[src/rtl/adcseq_pkg.sv]
// Shared types, widths and constants of the converter scan sequencer.
// No dependencies; every other file imports this package.
`timescale 1ns / 1ps

package adcseq_pkg;

   localparam int DEPTH      = 8;          // entries per channel ring, 1 to 64
   localparam int NUM_CHAN   = 4;
   localparam int SAMPLE_W   = 10;
   localparam int AVG_W      = 10;
   localparam int MUX_W      = 3;
   localparam int CH_W       = 2;
   localparam int DROP_W     = 4;
   localparam int CSR_ADDR_W = 5;
   localparam int CSR_DATA_W = 32;

   localparam int ENTRIES = NUM_CHAN * DEPTH;
   localparam int ADDR_W  = (ENTRIES > 1) ? $clog2(ENTRIES) : 1;
   localparam int POS_W   = (DEPTH > 1) ? $clog2(DEPTH) : 1;

   // Ring sum never exceeds DEPTH * 1023, so it never wraps at SUM_W (13) bits.
   localparam int SUM_W     = $clog2(DEPTH * 1023 + 1);
   localparam int DIV_L     = $clog2(DEPTH);
   localparam int DIV_SHIFT = SUM_W + DIV_L;
   localparam int RECIP_W   = SUM_W + 2;
   localparam int PROD_W    = SUM_W + RECIP_W;
   // Rounded-up reciprocal: exact floor division for every sum below 2**SUM_W.
   localparam logic [RECIP_W-1:0] RECIP =
      RECIP_W'(((2 ** DIV_SHIFT) + DEPTH - 1) / DEPTH);

   typedef logic [CH_W-1:0] chan_type;
   localparam chan_type CH_LEFT    = 2'd0;
   localparam chan_type CH_MIDDLE  = 2'd1;
   localparam chan_type CH_RIGHT   = 2'd2;
   localparam chan_type CH_BATTERY = 2'd3;

   localparam logic FUNC_CONVERT = 1'b0;
   localparam logic FUNC_QUERY   = 1'b1;

   typedef enum logic [2:0] {
      REG_DROP_COUNT  = 3'd0,
      REG_MUX_LEFT    = 3'd1,
      REG_MUX_MIDDLE  = 3'd2,
      REG_MUX_RIGHT   = 3'd3,
      REG_MUX_BATTERY = 3'd4
   } reg_index_type;

   localparam logic [DROP_W-1:0] DROP_COUNT_RESET  = 4'd3;
   localparam logic [MUX_W-1:0]  MUX_LEFT_RESET    = 3'd0;
   localparam logic [MUX_W-1:0]  MUX_MIDDLE_RESET  = 3'd1;
   localparam logic [MUX_W-1:0]  MUX_RIGHT_RESET   = 3'd2;
   localparam logic [MUX_W-1:0]  MUX_BATTERY_RESET = 3'd3;

   typedef struct packed {
      logic [DROP_W-1:0]              drop_count;
      logic [NUM_CHAN-1:0][MUX_W-1:0] mux_code;
   } cfg_type;

   // One transaction between the scan stage and the accumulate stage.
   typedef struct packed {
      logic                func;
      logic                keep;
      chan_type            channel;
      chan_type            query_channel;
      logic [SAMPLE_W-1:0] sample;
      logic [MUX_W-1:0]    mux_select;
      logic [ADDR_W-1:0]   addr;
   } stage_type;

endpackage

[src/rtl/adcseq_if.sv]
// Valid/ready channel interfaces for the request and response transactions.
// Depends on adcseq_pkg.
`timescale 1ns / 1ps

interface adcseq_req_if import adcseq_pkg::*; ();
   logic                valid;
   logic                ready;
   logic                func;
   logic [SAMPLE_W-1:0] sample;
   logic [CH_W-1:0]     query_channel;

   modport source (output valid, func, sample, query_channel, input ready);
   modport sink   (input valid, func, sample, query_channel, output ready);
endinterface

interface adcseq_rsp_if import adcseq_pkg::*; ();
   logic                valid;
   logic                ready;
   logic                stored;
   logic [CH_W-1:0]     stored_channel;
   logic [MUX_W-1:0]    mux_select;
   logic [AVG_W-1:0]    average;

   modport source (output valid, stored, stored_channel, mux_select, average, input ready);
   modport sink   (input valid, stored, stored_channel, mux_select, average, output ready);
endinterface

[src/rtl/adcseq_csr.sv]
// APB-style configuration registers: drop count and the four mux codes.
// Depends on adcseq_pkg.
`timescale 1ns / 1ps

module adcseq_csr import adcseq_pkg::*; (
   input  logic                  clock,
   input  logic                  reset,
   input  logic                  csr_psel,
   input  logic                  csr_penable,
   input  logic                  csr_pwrite,
   input  logic [CSR_ADDR_W-1:0] csr_paddr,
   input  logic [CSR_DATA_W-1:0] csr_pwdata,
   output logic [CSR_DATA_W-1:0] csr_prdata,
   output logic                  csr_pready,
   output cfg_type               cfg
);

   cfg_type       cfg_ff;
   cfg_type       cfg_in;
   logic          wr_en;
   reg_index_type index;

   assign csr_pready = 1'b1;
   assign wr_en      = csr_psel && csr_penable && csr_pwrite;
   assign index      = reg_index_type'(csr_paddr[CSR_ADDR_W-1:2]);
   assign cfg        = cfg_ff;

   always_comb begin
      cfg_in = cfg_ff;
      if (wr_en) begin
         case (index)
            REG_DROP_COUNT:  cfg_in.drop_count  = csr_pwdata[DROP_W-1:0];
            REG_MUX_LEFT:    cfg_in.mux_code[0] = csr_pwdata[MUX_W-1:0];
            REG_MUX_MIDDLE:  cfg_in.mux_code[1] = csr_pwdata[MUX_W-1:0];
            REG_MUX_RIGHT:   cfg_in.mux_code[2] = csr_pwdata[MUX_W-1:0];
            REG_MUX_BATTERY: cfg_in.mux_code[3] = csr_pwdata[MUX_W-1:0];
            default:         cfg_in = cfg_ff;   // drop writes beyond the map
         endcase
      end
   end

   always_comb begin
      csr_prdata = '0;
      case (index)
         REG_DROP_COUNT:  csr_prdata = CSR_DATA_W'(cfg_ff.drop_count);
         REG_MUX_LEFT:    csr_prdata = CSR_DATA_W'(cfg_ff.mux_code[0]);
         REG_MUX_MIDDLE:  csr_prdata = CSR_DATA_W'(cfg_ff.mux_code[1]);
         REG_MUX_RIGHT:   csr_prdata = CSR_DATA_W'(cfg_ff.mux_code[2]);
         REG_MUX_BATTERY: csr_prdata = CSR_DATA_W'(cfg_ff.mux_code[3]);
         default:         csr_prdata = '0;
      endcase
   end

   always_ff @(posedge clock) begin
      if (reset) begin
         cfg_ff.drop_count  <= DROP_COUNT_RESET;
         cfg_ff.mux_code[0] <= MUX_LEFT_RESET;
         cfg_ff.mux_code[1] <= MUX_MIDDLE_RESET;
         cfg_ff.mux_code[2] <= MUX_RIGHT_RESET;
         cfg_ff.mux_code[3] <= MUX_BATTERY_RESET;
      end else begin
         cfg_ff <= cfg_in;
      end
   end

endmodule

[src/rtl/adcseq_scan.sv]
// Scan sequencer stage: discard counter, current channel and ring write
// positions; issues the ring address and holds the transaction for the next
// stage. Depends on adcseq_pkg and adcseq_if.
`timescale 1ns / 1ps

module adcseq_scan import adcseq_pkg::*; (
   input  logic              clock,
   input  logic              reset,
   adcseq_req_if.sink        req_if,
   input  cfg_type           cfg,
   input  logic              pipe_ready,
   input  logic              stage_fire,
   output logic              accept,
   output logic [ADDR_W-1:0] rd_addr,
   output logic              stage_valid,
   output stage_type         stage
);

   logic [DROP_W-1:0]            discard_counter_ff, discard_counter_in;
   chan_type                     current_channel_ff, current_channel_in;
   logic [NUM_CHAN-1:0][POS_W-1:0] write_position_ff, write_position_in;
   logic                         stage_valid_ff, stage_valid_in;
   stage_type                    stage_ff, stage_in;

   logic [POS_W-1:0] pos;
   logic [POS_W-1:0] pos_next;
   chan_type         next_channel;
   logic             keep;

   assign req_if.ready = pipe_ready;
   assign accept       = req_if.valid && pipe_ready;
   assign stage_valid  = stage_valid_ff;
   assign stage        = stage_ff;

   assign pos          = write_position_ff[current_channel_ff];
   assign pos_next     = (pos == POS_W'(DEPTH - 1)) ? '0 : pos + POS_W'(1);
   assign next_channel = current_channel_ff + CH_W'(1);
   // A counter at or above a lowered drop count keeps the conversion.
   assign keep         = (req_if.func == FUNC_CONVERT) &&
                         !(discard_counter_ff < cfg.drop_count);
   assign rd_addr      = ADDR_W'(current_channel_ff) * ADDR_W'(DEPTH) + ADDR_W'(pos);

   always_comb begin
      discard_counter_in = discard_counter_ff;
      current_channel_in = current_channel_ff;
      write_position_in  = write_position_ff;
      stage_in           = stage_ff;
      stage_valid_in     = stage_valid_ff;

      if (stage_fire) begin
         stage_valid_in = 1'b0;
      end

      if (accept) begin
         stage_valid_in         = 1'b1;
         stage_in.func          = req_if.func;
         stage_in.keep          = keep;
         stage_in.channel       = current_channel_ff;
         stage_in.query_channel = req_if.query_channel;
         stage_in.sample        = req_if.sample;
         stage_in.addr          = rd_addr;
         stage_in.mux_select    = cfg.mux_code[current_channel_ff];

         if (req_if.func == FUNC_CONVERT) begin
            if (keep) begin
               discard_counter_in                    = '0;
               write_position_in[current_channel_ff] = pos_next;
               current_channel_in                    = next_channel;
               stage_in.mux_select                   = cfg.mux_code[next_channel];
            end else begin
               discard_counter_in = discard_counter_ff + DROP_W'(1);
            end
         end
      end
   end

   always_ff @(posedge clock) begin
      if (reset) begin
         discard_counter_ff <= '0;
         current_channel_ff <= CH_LEFT;
         write_position_ff  <= '0;
         stage_valid_ff     <= 1'b0;
      end else begin
         discard_counter_ff <= discard_counter_in;
         current_channel_ff <= current_channel_in;
         write_position_ff  <= write_position_in;
         stage_valid_ff     <= stage_valid_in;
      end
   end

   always_ff @(posedge clock) begin
      stage_ff <= stage_in;
   end

endmodule

[src/rtl/adcseq_ring.sv]
// Sample ring store: one synchronous memory holding every channel's ring,
// with per-entry valid bits so unwritten entries read as zero.
// Depends on adcseq_pkg.
`timescale 1ns / 1ps

module adcseq_ring import adcseq_pkg::*; (
   input  logic                clock,
   input  logic                reset,
   input  logic                rd_en,
   input  logic [ADDR_W-1:0]   rd_addr,
   input  logic                wr_en,
   input  logic [ADDR_W-1:0]   wr_addr,
   input  logic [SAMPLE_W-1:0] wr_data,
   output logic [SAMPLE_W-1:0] old_sample
);

   logic [SAMPLE_W-1:0] mem [ENTRIES];
   logic [ENTRIES-1:0]  valid_ff, valid_in;
   logic [SAMPLE_W-1:0] rdata_ff;
   logic                rvalid_ff;

   // An entry is rewritten only after a full scan of every ring, so the read
   // issued for a transaction never meets a pending write to the same entry.
   assign old_sample = rvalid_ff ? rdata_ff : '0;

   always_comb begin
      valid_in = valid_ff;
      if (wr_en) begin
         valid_in[wr_addr] = 1'b1;
      end
   end

   always_ff @(posedge clock) begin
      if (wr_en) begin
         mem[wr_addr] <= wr_data;
      end
      if (rd_en) begin
         rdata_ff <= mem[rd_addr];
      end
   end

   always_ff @(posedge clock) begin
      if (reset) begin
         valid_ff  <= '0;
         rvalid_ff <= 1'b0;
      end else begin
         valid_ff <= valid_in;
         if (rd_en) begin
            rvalid_ff <= valid_ff[rd_addr];
         end
      end
   end

endmodule

[src/rtl/adcseq_accum.sv]
// Accumulate stage: running ring sums, average by reciprocal multiply and
// the response output register. Depends on adcseq_pkg and adcseq_if.
`timescale 1ns / 1ps

module adcseq_accum import adcseq_pkg::*; (
   input  logic                clock,
   input  logic                reset,
   input  logic                stage_valid,
   input  stage_type           stage,
   input  logic [SAMPLE_W-1:0] old_sample,
   output logic                pipe_ready,
   output logic                stage_fire,
   adcseq_rsp_if.source        rsp_if
);

   logic [NUM_CHAN-1:0][SUM_W-1:0] sum_ff, sum_in;
   logic                rsp_valid_ff, rsp_valid_in;
   logic                stored_ff, stored_in;
   chan_type            stored_channel_ff, stored_channel_in;
   logic [MUX_W-1:0]    mux_select_ff, mux_select_in;
   logic [AVG_W-1:0]    average_ff, average_in;

   logic                out_free;
   chan_type            sum_sel;
   logic [SUM_W-1:0]    sum_rd;
   logic [PROD_W-1:0]   prod;
   logic [AVG_W-1:0]    avg;

   assign out_free   = !rsp_valid_ff || rsp_if.ready;
   assign stage_fire = stage_valid && out_free;
   assign pipe_ready = !stage_valid || out_free;

   assign rsp_if.valid          = rsp_valid_ff;
   assign rsp_if.stored         = stored_ff;
   assign rsp_if.stored_channel = stored_channel_ff;
   assign rsp_if.mux_select     = mux_select_ff;
   assign rsp_if.average        = average_ff;

   assign sum_sel = (stage.func == FUNC_QUERY) ? stage.query_channel : stage.channel;
   assign sum_rd  = sum_ff[sum_sel];
   assign prod    = PROD_W'(sum_rd) * PROD_W'(RECIP);
   assign avg     = AVG_W'(prod >> DIV_SHIFT);

   always_comb begin
      sum_in            = sum_ff;
      rsp_valid_in      = rsp_valid_ff;
      stored_in         = stored_ff;
      stored_channel_in = stored_channel_ff;
      mux_select_in     = mux_select_ff;
      average_in        = average_ff;

      if (rsp_valid_ff && rsp_if.ready) begin
         rsp_valid_in = 1'b0;
      end

      if (stage_fire) begin
         rsp_valid_in      = 1'b1;
         stored_in         = stage.keep;
         stored_channel_in = stage.keep ? stage.channel : CH_LEFT;
         mux_select_in     = stage.mux_select;
         average_in        = '0;
         if (stage.func == FUNC_QUERY && stage.query_channel != CH_BATTERY) begin
            average_in = avg;
         end
         // Replace the overwritten entry in the running sum.
         if (stage.keep) begin
            sum_in[stage.channel] = sum_rd + SUM_W'(stage.sample) - SUM_W'(old_sample);
         end
      end
   end

   always_ff @(posedge clock) begin
      if (reset) begin
         sum_ff       <= '0;
         rsp_valid_ff <= 1'b0;
      end else begin
         sum_ff       <= sum_in;
         rsp_valid_ff <= rsp_valid_in;
      end
   end

   always_ff @(posedge clock) begin
      stored_ff         <= stored_in;
      stored_channel_ff <= stored_channel_in;
      mux_select_ff     <= mux_select_in;
      average_ff        <= average_in;
   end

endmodule

[src/rtl/adc_scan_sequencer_with_averaging.sv]
// Top level of the converter scan sequencer with per-channel ring averaging.
// Depends on adcseq_pkg, adcseq_if and the adcseq_* modules.
//
// Usage:
//   req_if carries one transaction per finished conversion (func 0, sample)
//   or per average query (func 1, query_channel). rsp_if returns exactly one
//   transaction for each request, in order: stored flag, ring written, the
//   mux code of the channel to convert next, and the queried ring average.
//   The csr_* APB-style port holds drop_count and the four mux codes at byte
//   addresses 0, 4, 8, 12 and 16; write it only while no transaction is in
//   flight. pready is tied high. A battery query returns average zero.
//   One transaction per cycle while rsp_if.ready keeps the output register
//   draining; the sample ring memory is read in the accept cycle and written
//   when the transaction leaves the middle stage, and a running sum per
//   channel turns each average into one multiply.
//   Reset clears the scan position, discard counter, ring sums and the
//   per-entry valid bits at once; no clearing pass is needed.
//   When rsp_if.ready is low the output register holds its transaction, the
//   middle stage fills, and req_if.ready then drops until the response goes.
`timescale 1ns / 1ps

module adc_scan_sequencer_with_averaging import adcseq_pkg::*; (
   input  logic                  clock,
   input  logic                  reset,
   adcseq_req_if.sink            req_if,
   adcseq_rsp_if.source          rsp_if,
   input  logic                  csr_psel,
   input  logic                  csr_penable,
   input  logic                  csr_pwrite,
   input  logic [CSR_ADDR_W-1:0] csr_paddr,
   input  logic [CSR_DATA_W-1:0] csr_pwdata,
   output logic [CSR_DATA_W-1:0] csr_prdata,
   output logic                  csr_pready
);

   cfg_type             cfg;
   logic                accept;
   logic [ADDR_W-1:0]   rd_addr;
   logic                stage_valid;
   stage_type           stage;
   logic                pipe_ready;
   logic                stage_fire;
   logic [SAMPLE_W-1:0] old_sample;

   adcseq_csr u_csr (
      .clock       (clock),
      .reset       (reset),
      .csr_psel    (csr_psel),
      .csr_penable (csr_penable),
      .csr_pwrite  (csr_pwrite),
      .csr_paddr   (csr_paddr),
      .csr_pwdata  (csr_pwdata),
      .csr_prdata  (csr_prdata),
      .csr_pready  (csr_pready),
      .cfg         (cfg)
   );

   adcseq_scan u_scan (
      .clock       (clock),
      .reset       (reset),
      .req_if      (req_if),
      .cfg         (cfg),
      .pipe_ready  (pipe_ready),
      .stage_fire  (stage_fire),
      .accept      (accept),
      .rd_addr     (rd_addr),
      .stage_valid (stage_valid),
      .stage       (stage)
   );

   adcseq_ring u_ring (
      .clock      (clock),
      .reset      (reset),
      .rd_en      (accept),
      .rd_addr    (rd_addr),
      .wr_en      (stage_fire && stage.keep),
      .wr_addr    (stage.addr),
      .wr_data    (stage.sample),
      .old_sample (old_sample)
   );

   adcseq_accum u_accum (
      .clock       (clock),
      .reset       (reset),
      .stage_valid (stage_valid),
      .stage       (stage),
      .old_sample  (old_sample),
      .pipe_ready  (pipe_ready),
      .stage_fire  (stage_fire),
      .rsp_if      (rsp_if)
   );

endmodule
[src/flat_wrapper.sv]
// flat-port wrapper written by rule: the top's interface ports become plain ports
module adc_scan_sequencer_with_averaging_flat import adcseq_pkg::*;
  (clock, reset, csr_psel, csr_penable, csr_pwrite, csr_paddr, csr_pwdata, csr_prdata, csr_pready, req_if_valid, req_if_func, req_if_sample, req_if_query_channel, req_if_ready, rsp_if_valid, rsp_if_stored, rsp_if_stored_channel, rsp_if_mux_select, rsp_if_average, rsp_if_ready);
  adcseq_req_if req_if_i ();
  adcseq_rsp_if rsp_if_i ();
  input  logic clock;
  input  logic reset;
  input  logic csr_psel;
  input  logic csr_penable;
  input  logic csr_pwrite;
  input  logic [CSR_ADDR_W-1:0] csr_paddr;
  input  logic [CSR_DATA_W-1:0] csr_pwdata;
  output logic [CSR_DATA_W-1:0] csr_prdata;
  output logic csr_pready;
  input wire logic [$bits(req_if_i.valid)-1:0] req_if_valid;
  input wire logic [$bits(req_if_i.func)-1:0] req_if_func;
  input wire logic [$bits(req_if_i.sample)-1:0] req_if_sample;
  input wire logic [$bits(req_if_i.query_channel)-1:0] req_if_query_channel;
  output wire logic [$bits(req_if_i.ready)-1:0] req_if_ready;
  output wire logic [$bits(rsp_if_i.valid)-1:0] rsp_if_valid;
  output wire logic [$bits(rsp_if_i.stored)-1:0] rsp_if_stored;
  output wire logic [$bits(rsp_if_i.stored_channel)-1:0] rsp_if_stored_channel;
  output wire logic [$bits(rsp_if_i.mux_select)-1:0] rsp_if_mux_select;
  output wire logic [$bits(rsp_if_i.average)-1:0] rsp_if_average;
  input wire logic [$bits(rsp_if_i.ready)-1:0] rsp_if_ready;
  assign req_if_i.valid = req_if_valid;
  assign req_if_i.func = req_if_func;
  assign req_if_i.sample = req_if_sample;
  assign req_if_i.query_channel = req_if_query_channel;
  assign req_if_ready = req_if_i.ready;
  assign rsp_if_valid = rsp_if_i.valid;
  assign rsp_if_stored = rsp_if_i.stored;
  assign rsp_if_stored_channel = rsp_if_i.stored_channel;
  assign rsp_if_mux_select = rsp_if_i.mux_select;
  assign rsp_if_average = rsp_if_i.average;
  assign rsp_if_i.ready = rsp_if_ready;
  adc_scan_sequencer_with_averaging u_core (.clock(clock), .reset(reset), .req_if(req_if_i), .rsp_if(rsp_if_i), .csr_psel(csr_psel), .csr_penable(csr_penable), .csr_pwrite(csr_pwrite), .csr_paddr(csr_paddr), .csr_pwdata(csr_pwdata), .csr_prdata(csr_prdata), .csr_pready(csr_pready));
endmodule
[config.mk]
export PLATFORM = sky130hd
export DESIGN_NAME = adc_scan_sequencer_with_averaging_flat
export DESIGN_NICKNAME = d
export VERILOG_FILES = /design/src/rtl/adcseq_pkg.sv /design/src/rtl/adcseq_if.sv /design/src/rtl/adcseq_csr.sv /design/src/rtl/adcseq_scan.sv /design/src/rtl/adcseq_ring.sv /design/src/rtl/adcseq_accum.sv /design/src/rtl/adc_scan_sequencer_with_averaging.sv /design/src/flat_wrapper.sv
export SDC_FILE = /design/constraint.sdc
export NUM_CORES = 1
export LEC_CHECK = 0
export ABC_AREA = 1
export BUFFER_PORTS_ARGS = -buffer_cell sky130_fd_sc_hd__buf_2
export CORE_UTILIZATION = 40
export CTS_BUF_LIST = sky130_fd_sc_hd__clkbuf_4 sky130_fd_sc_hd__clkbuf_8
export DETAILED_ROUTE_END_ITERATION = 16
export GPL_TIMING_DRIVEN = 0
export PLACE_DENSITY = 0.65
export SYNTH_ARGS = -nofsm -noshare
export SYNTH_HDL_FRONTEND = slang
export SYNTH_HIERARCHICAL = 1
export SYNTH_SLANG_ARGS = --single-unit
[constraint.sdc]
create_clock -name clock -period 7.3 [get_ports clock]
set_clock_uncertainty 0.15 [all_clocks]
set_input_delay 0 -clock clock [delete_from_list [all_inputs] [get_ports clock]]
set_output_delay 0 -clock clock [all_outputs]
set_load 0.01 [all_outputs]
Word-level counts from Yosys, hierarchy flattened. Memories as Yosys holds them, arrays and structs flattened. A register that Yosys moved wholly into a read port is not among the register bits. Cells that the tools add are included.

Register bits after elaboration: 161. Bits in latches: 0. Bits in writable memories: 320. ROM bits: 0. Bits of input ports: 57. Output and inout port bits: 51. Word-level logic and storage cells: 113. Memories kept: 1.

Add/sub/neg operators: 6. $mul: 0. Div/mod/pow operators: 0. Order comparisons: 10. Equal/unequal tests: 6. Shifts and indexed selects: 0. Multiplexer cells: 31. Bitwise operators: 2. Reduce and logical (&&, ||, !) cells: 27.

Memory list: u_core.u_ring.mem (depth 32, width 10, read ports 1, clocked after memory_dff 1, write ports 1, RTL line adcseq_ring.sv:17) `logic [SAMPLE_W-1:0] mem [ENTRIES];`.

Operators by type and width (number): $bwmux W52 (1); $or A32 B32 Y32 (1); $bmux W13 S2 (1); $demux W13 S2 (1); $mux W13 (2); $mux W3 (7); $pmux W4 S5 (1); $bmux W3 S2 (3); $reduce_and A2 Y1 (7); $add A13 B10 Y13 (1); $sub A13 B10 Y13 (1); $bwmux W12 (1); $lt A2 B3 Y1 const B (4); $lt A5 B6 Y1 const B (2); $logic_and A1 B1 Y1 (11); $mux W10 (1); $mux W1 (8); $demux W3 S2 (1); $eq A3 B2 Y1 const B (2); $eq A3 B3 Y1 const B (2); $add A5 B3 Y5 (1); $bmux W1 S5 (1); $demux W1 S5 (1); $ge A5 B1 Y1 const B (1); 15 further kinds (20).

Logic depth before layout (Yosys ltp).
Word-level depth: 6. Gate-level depth with buffers: 24. Mapped depth without buffers: 21.

Cells and area by module. Netlist, hierarchy kept.

By module, submodules not included: adcseq_ring (times used 1, cells an instance 1290, area each 14630.3 sq um, seq. area each 10570.1 sq um); adcseq_accum (times used 1, cells an instance 559, area each 4160.2 sq um, seq. area each 1541.5 sq um); adcseq_scan (times used 1, cells an instance 236, area each 2087.0 sq um, seq. area each 1041.0 sq um); adcseq_csr (times used 1, cells an instance 172, area each 1141.1 sq um, seq. area each 320.3 sq um); adc_scan_sequencer_with_averaging (times used 1, cells an instance 2, area each 7.5 sq um, seq. area each 0.0 sq um).

Worst setup path before layout. OpenSTA, ideal clock, no wires.

Path type: register to register. Start: reg u_core.u_scan.stage_ff (netlist bit u_core/u_scan/stage[20]). End: reg u_core/u_accum/sum_ff[38] (netlist name). Library setup time: 0.109 ns. Arrival: 2.995 ns. Setup slack: 4.046 ns. Stages on the path, launching flop included: 20. Buffers on the path: 2. Cells stage by stage: edfxtp_1 > buf_4 > inv_2 > nand2_2 > nand2_4 > buf_2 > nand2_1 > a32o_1 > fa_1 > inv_1 > fa_1 > nand3_1 > nor2b_1 > nor2_1 > nor2_1 > inv_1 > nand2_2 > nand3_1 > nand2_1 > inv_1.

Cells in the longest elaborated chain, start to end: 6. Elaborated cells between the ends (all ways): 11.

Ends and longest elaborated chain: from (decl) (RTL line adcseq_scan.sv:23) `stage_type stage_ff, stage_in;`; from (signal assigned) (RTL line adcseq_scan.sv:92) `stage_ff <= stage_in;`; $mux W2 (RTL line adcseq_accum.sv:39) `assign sum_sel = (stage.func == FUNC_QUERY) ? stage.query_channel : stage.channel;`; $bmux W13 S2 (RTL line adcseq_accum.sv:40) `assign sum_rd = sum_ff[sum_sel];`; $mux W13 (implied by the code) (RTL line adcseq_accum.sv:40); $add A13 B10 Y13 (RTL line adcseq_accum.sv:67) `sum_in[stage.channel] = sum_rd + SUM_W'(stage.sample) - SUM_W'(old_sample);`; $sub A13 B10 Y13 (RTL line adcseq_accum.sv:67); $bwmux W52 (*) (RTL line adcseq_accum.sv:67); to (signal assigned) (RTL line adcseq_accum.sv:77) `sum_ff <= sum_in;`; to (decl) (RTL line adcseq_accum.sv:16) `logic [NUM_CHAN-1:0][SUM_W-1:0] sum_ff, sum_in;`.

Mark *: on every way between the ends. The rest lies on a longest branch, timed or not. The select of a mux whose other input is x is not followed. A chain may end at the register's enable or synchronous reset.

Worst setup path in the final report.
Start: reg u_core.u_scan.stage_ff (netlist bit u_core/u_scan/stage[21]). End: reg u_core/u_accum/sum_ff[44] (netlist name).

The elaborated chain is that of the path after synthesis.

==> results_dict.tcl <==
set metrics [dict create \
    fin_crit_sh_pct 54.2 \
    start_util_pct 40.7 \
    clockBufferDepth 3 \
    synth_top_cell_area_share_pct 50.2 \
    numClockSinks 489 \
    async_flop_share_pct 0 \
    timing.hold.ws_ns 0.0607 \
    fin_nets 2567 \
    worstPathCellList "buf_4 -> inv_1 -> o21ai_4 -> buf_2 -> a21oi_1 -> a32o_1 -> fa_1 -> inv_1 -> ha_1 -> a21oi_1 -> nand2_1 -> nand2_1 -> nand2_1 -> xnor2_1 -> nand2_1 -> o211ai_1 -> inv_1" \
    antenna_found_initial 1 \
    worstMarginPinSlew_ns 1.14 \
    powerDensity_nw_per_um2 231 \
    synth-seq-area-share_pct 61.2 \
    fin_ws_ns 3.34 \
    first_iter_violations 1320 \
    numCtsBuffers 81 \
    drive_gt1_share_pct 13.3 \
    p_leak_nw 10.3 \
    worstPathMaxFanout 10 \
    gp_congestion 0.916 \
    syn_area_per_cell_um2 9.75 \
    cp_slowest_cell "edfxtp_1" \
    synth.area.top_cells "edfxtp_1 (50%), dfxtp_1 (11%), nand2_1 (8.4%)" \
    hold_path.class "in2reg" \
    vias 16600 \
    synthDistinctLibCells 48 \
    root_buffer "clkbuf_8" \
    design.die.area_um2 56000 \
    viasPerCell 5.13 \
    clock_latency_ns 0.66 \
    place_ws_ns 3.34 \
    setup_violations 0 \
    htreeDepth 3 \
    wl_per_cell_um 17.5 \
    drc_errors 0 \
    grt_max_degree 35 \
    ys_ff_latch 489 \
    fmax_ghz 0.253 \
    critical_path_arrival_ns 4.34 \
    critPathTopFamily "compound AO/OA/AOI/OAI gates" \
    io_buffers 46 \
    startpoint_type "flip-flop" \
    rsz0062_at_grt "no" \
    cp_common_cell "nand2_1" \
    syn_inst 2259 \
    ir_drop_v 0.000182 \
    firstDrtPassIters 5 \
    rr_worst_depth 17 \
    grt_pass1_wl_mm 87.4 \
    slew-limit-headroom_pct 24.0 \
    clk_pin_slew_worst_paths_ns 0.06 \
    track_usage_pct 20.2 \
    die_h_um 237 \
    syn_to_final_growth_pct 16.3 \
    synthFlopType "edfxtp_1" \
    critPathMaxStageDelay_ns 0.48 \
    synth_warnings 6 \
    ios 108 \
    status "complete, no violations" \
    core_region_area_um2 54100 \
    tns_ns 0 \
    synth_enable_flop_cells 368 \
    min_path_cells 5 \
    die_x_um 237 \
    yosysMostFrequentCell "nand2_1" \
    ant_nets 0 \
    drv_cap 0 \
    crit_buf_inv 5 \
    required_ns 7.68 \
    post_cts_buffers 0 \
    crit_path_end_kind "flip-flop" \
    place_hpwl_mm 38.3 \
    drt-total-wl_mm 56.5 \
    synth_common_cells "nand2_1 (493), edfxtp_1 (368), nor2_1 (338)" \
    grt_pass1_vias 15800 \
    syn-cell-area_um2 22000 \
    timing.final.hold_violations 0 \
    fin_crit_ns 3.96 \
    cts_tree "yes" \
    path_class "reg2reg" \
    crit_cells 17 \
    synth_top_area_cell "edfxtp_1" \
    rows 85 \
    slew_viol_final 0 \
    gr-total-overflow 0 \
]
## where the power goes
group	switching, mW	leakage, nW	internal, mW	total [mW]
Clock	1.07	0.854	1.32	2.39
Combinational	0.317	5.11	0.169	0.486
Sequential	0.0294	4.33	3.02	3.05
Total	1.42	10.3	4.51	5.93
## kinds of logic after synthesis
group | share of synthesized area, %
flops | 61.2
other cells | 0.0341
compound gates | 8.87
fa+ha+maj | 2.22
simple gates | 20.3
xor+xnor | 0.239
buf+inv | 7.17
## worst register-to-register path, cell delays in order (launching register included)
cell and delay (ns):
edfxtp_1 0.48, buf_4 0.18, inv_1 0.10, o21ai_4 0.25, buf_2 0.33, a21oi_1 0.08, a32o_1 0.25, fa_1 0.48
inv_1 0.04, ha_1 0.35, a21oi_1 0.19, nand2_1 0.15, nand2_1 0.09, nand2_1 0.06, xnor2_1 0.41, nand2_1 0.11
o211ai_1 0.10, inv_1 0.05
## cell type report
cell class	count	area, um2
Tap cell	696	871
Sequential cell	489	13500
Antenna cell	1	2.50
Inverter	194	731
Clock inverter	27	178
Clock buffer	117	1420
Timing Repair Buffer	108	1020
Fill cell	4910	28500
Multi-Input combinational cell	1464	7080
Buffer	139	848
## path summary, 6_finish.rpt
check                                                       start                                            end  slack, ns
worst max-delay path            u_core/u_scan/stage[21]$_DFFE_PP_         u_core/u_accum/sum_ff[44]$_SDFFE_PP0P_       3.34
worst min register to register   u_core/u_scan/stage[7]$_DFFE_PP_  u_core/u_accum/rsp_if.mux_select[2]$_DFFE_PP_       0.28
worst min-delay path                                 rsp_if_ready       u_core/u_accum/rsp_if.valid$_SDFFE_PP0P_       0.06
worst max register to register  u_core/u_scan/stage[21]$_DFFE_PP_         u_core/u_accum/sum_ff[44]$_SDFFE_PP0P_       3.34
## state kept, by name (all words and copies together), names as in the netlist, 2 cells and up
name and count:
u_core/u_accum/rsp_if.average 10, u_core/u_scan/current_channel_ff 2, u_core/u_ring/mem 320, u_core/u_ring/rdata_ff 10, u_core/u_scan/discard_counter_ff 4, u_core/u_csr/cfg 16, u_core/u_ring/valid_ff 32, u_core/u_scan/stage 22
u_core/u_accum/rsp_if.stored_channel 2, u_core/u_accum/rsp_if.mux_select 3, u_core/u_scan/write_position_ff 12, u_core/u_accum/sum_ff 52
## repair_timing
item                                   CTS  global route
endpoints found under the hold margin   94             0
hold buffers                            50             0
gates resized for setup                  0             0
## per-stage QoR
step                utilization [%]  power [mW]  cells  instance area [um2]
global route                   47.3        6.15   3235                25600
floorplan                         -        3.40   2286                22100
CTS                            47.0        5.96   3227                25400
finish                         47.3        5.93   3235                25600
global placement               42.9        3.54   3028                23200
detailed placement             43.1        3.56   3033                23300
## metal layers
| layer | global-route usage (%) | part of all wire (%) |
|---|---|---|
| met5 | 0 | 0 |
| met4 | 8.95 | 3.4 |
| met3 | 3.59 | 7.2 |
| met2 | 32.2 | 46 |
| met1 | 26.8 | 43 |
## layout by cell type, fill, tap and decap left out, types with 3 or more instances in the layout
| cell | n |
|---|---|
| o211ai_1 | 28 |
| o31ai_1 | 30 |
| clkbuf_8 | 87 |
| o21ai_0 | 121 |
| o21bai_1 | 4 |
| nand2_2 | 13 |
| nand3_2 | 4 |
| dlygate4sd3_1 | 50 |
| nor3_1 | 12 |
| nand3_1 | 162 |
| conb_1 | 29 |
| xnor2_1 | 4 |
| buf_16 | 9 |
| clkbuf_1 | 43 |
| nor2_2 | 4 |
| inv_2 | 13 |
| buf_1 | 5 |
| a21oi_2 | 3 |
| buf_2 | 78 |
| nor2_1 | 338 |
| a32o_1 | 6 |
| inv_1 | 178 |
| nand3_4 | 6 |
| edfxtp_1 | 368 |
| a21oi_1 | 129 |
| nand4_1 | 10 |
| dfxtp_1 | 121 |
| buf_8 | 5 |
| fa_1 | 10 |
| clkinv_1 | 16 |
| buf_6 | 10 |
| o21ai_1 | 14 |
| ha_1 | 23 |
| nand2_1 | 493 |
| clkinv_2 | 8 |
| buf_4 | 46 |
| nand2_8 | 3 |
| clkbuf_4 | 30 |
| nand2_4 | 3 |
Power figures use the tool's default switching activity.
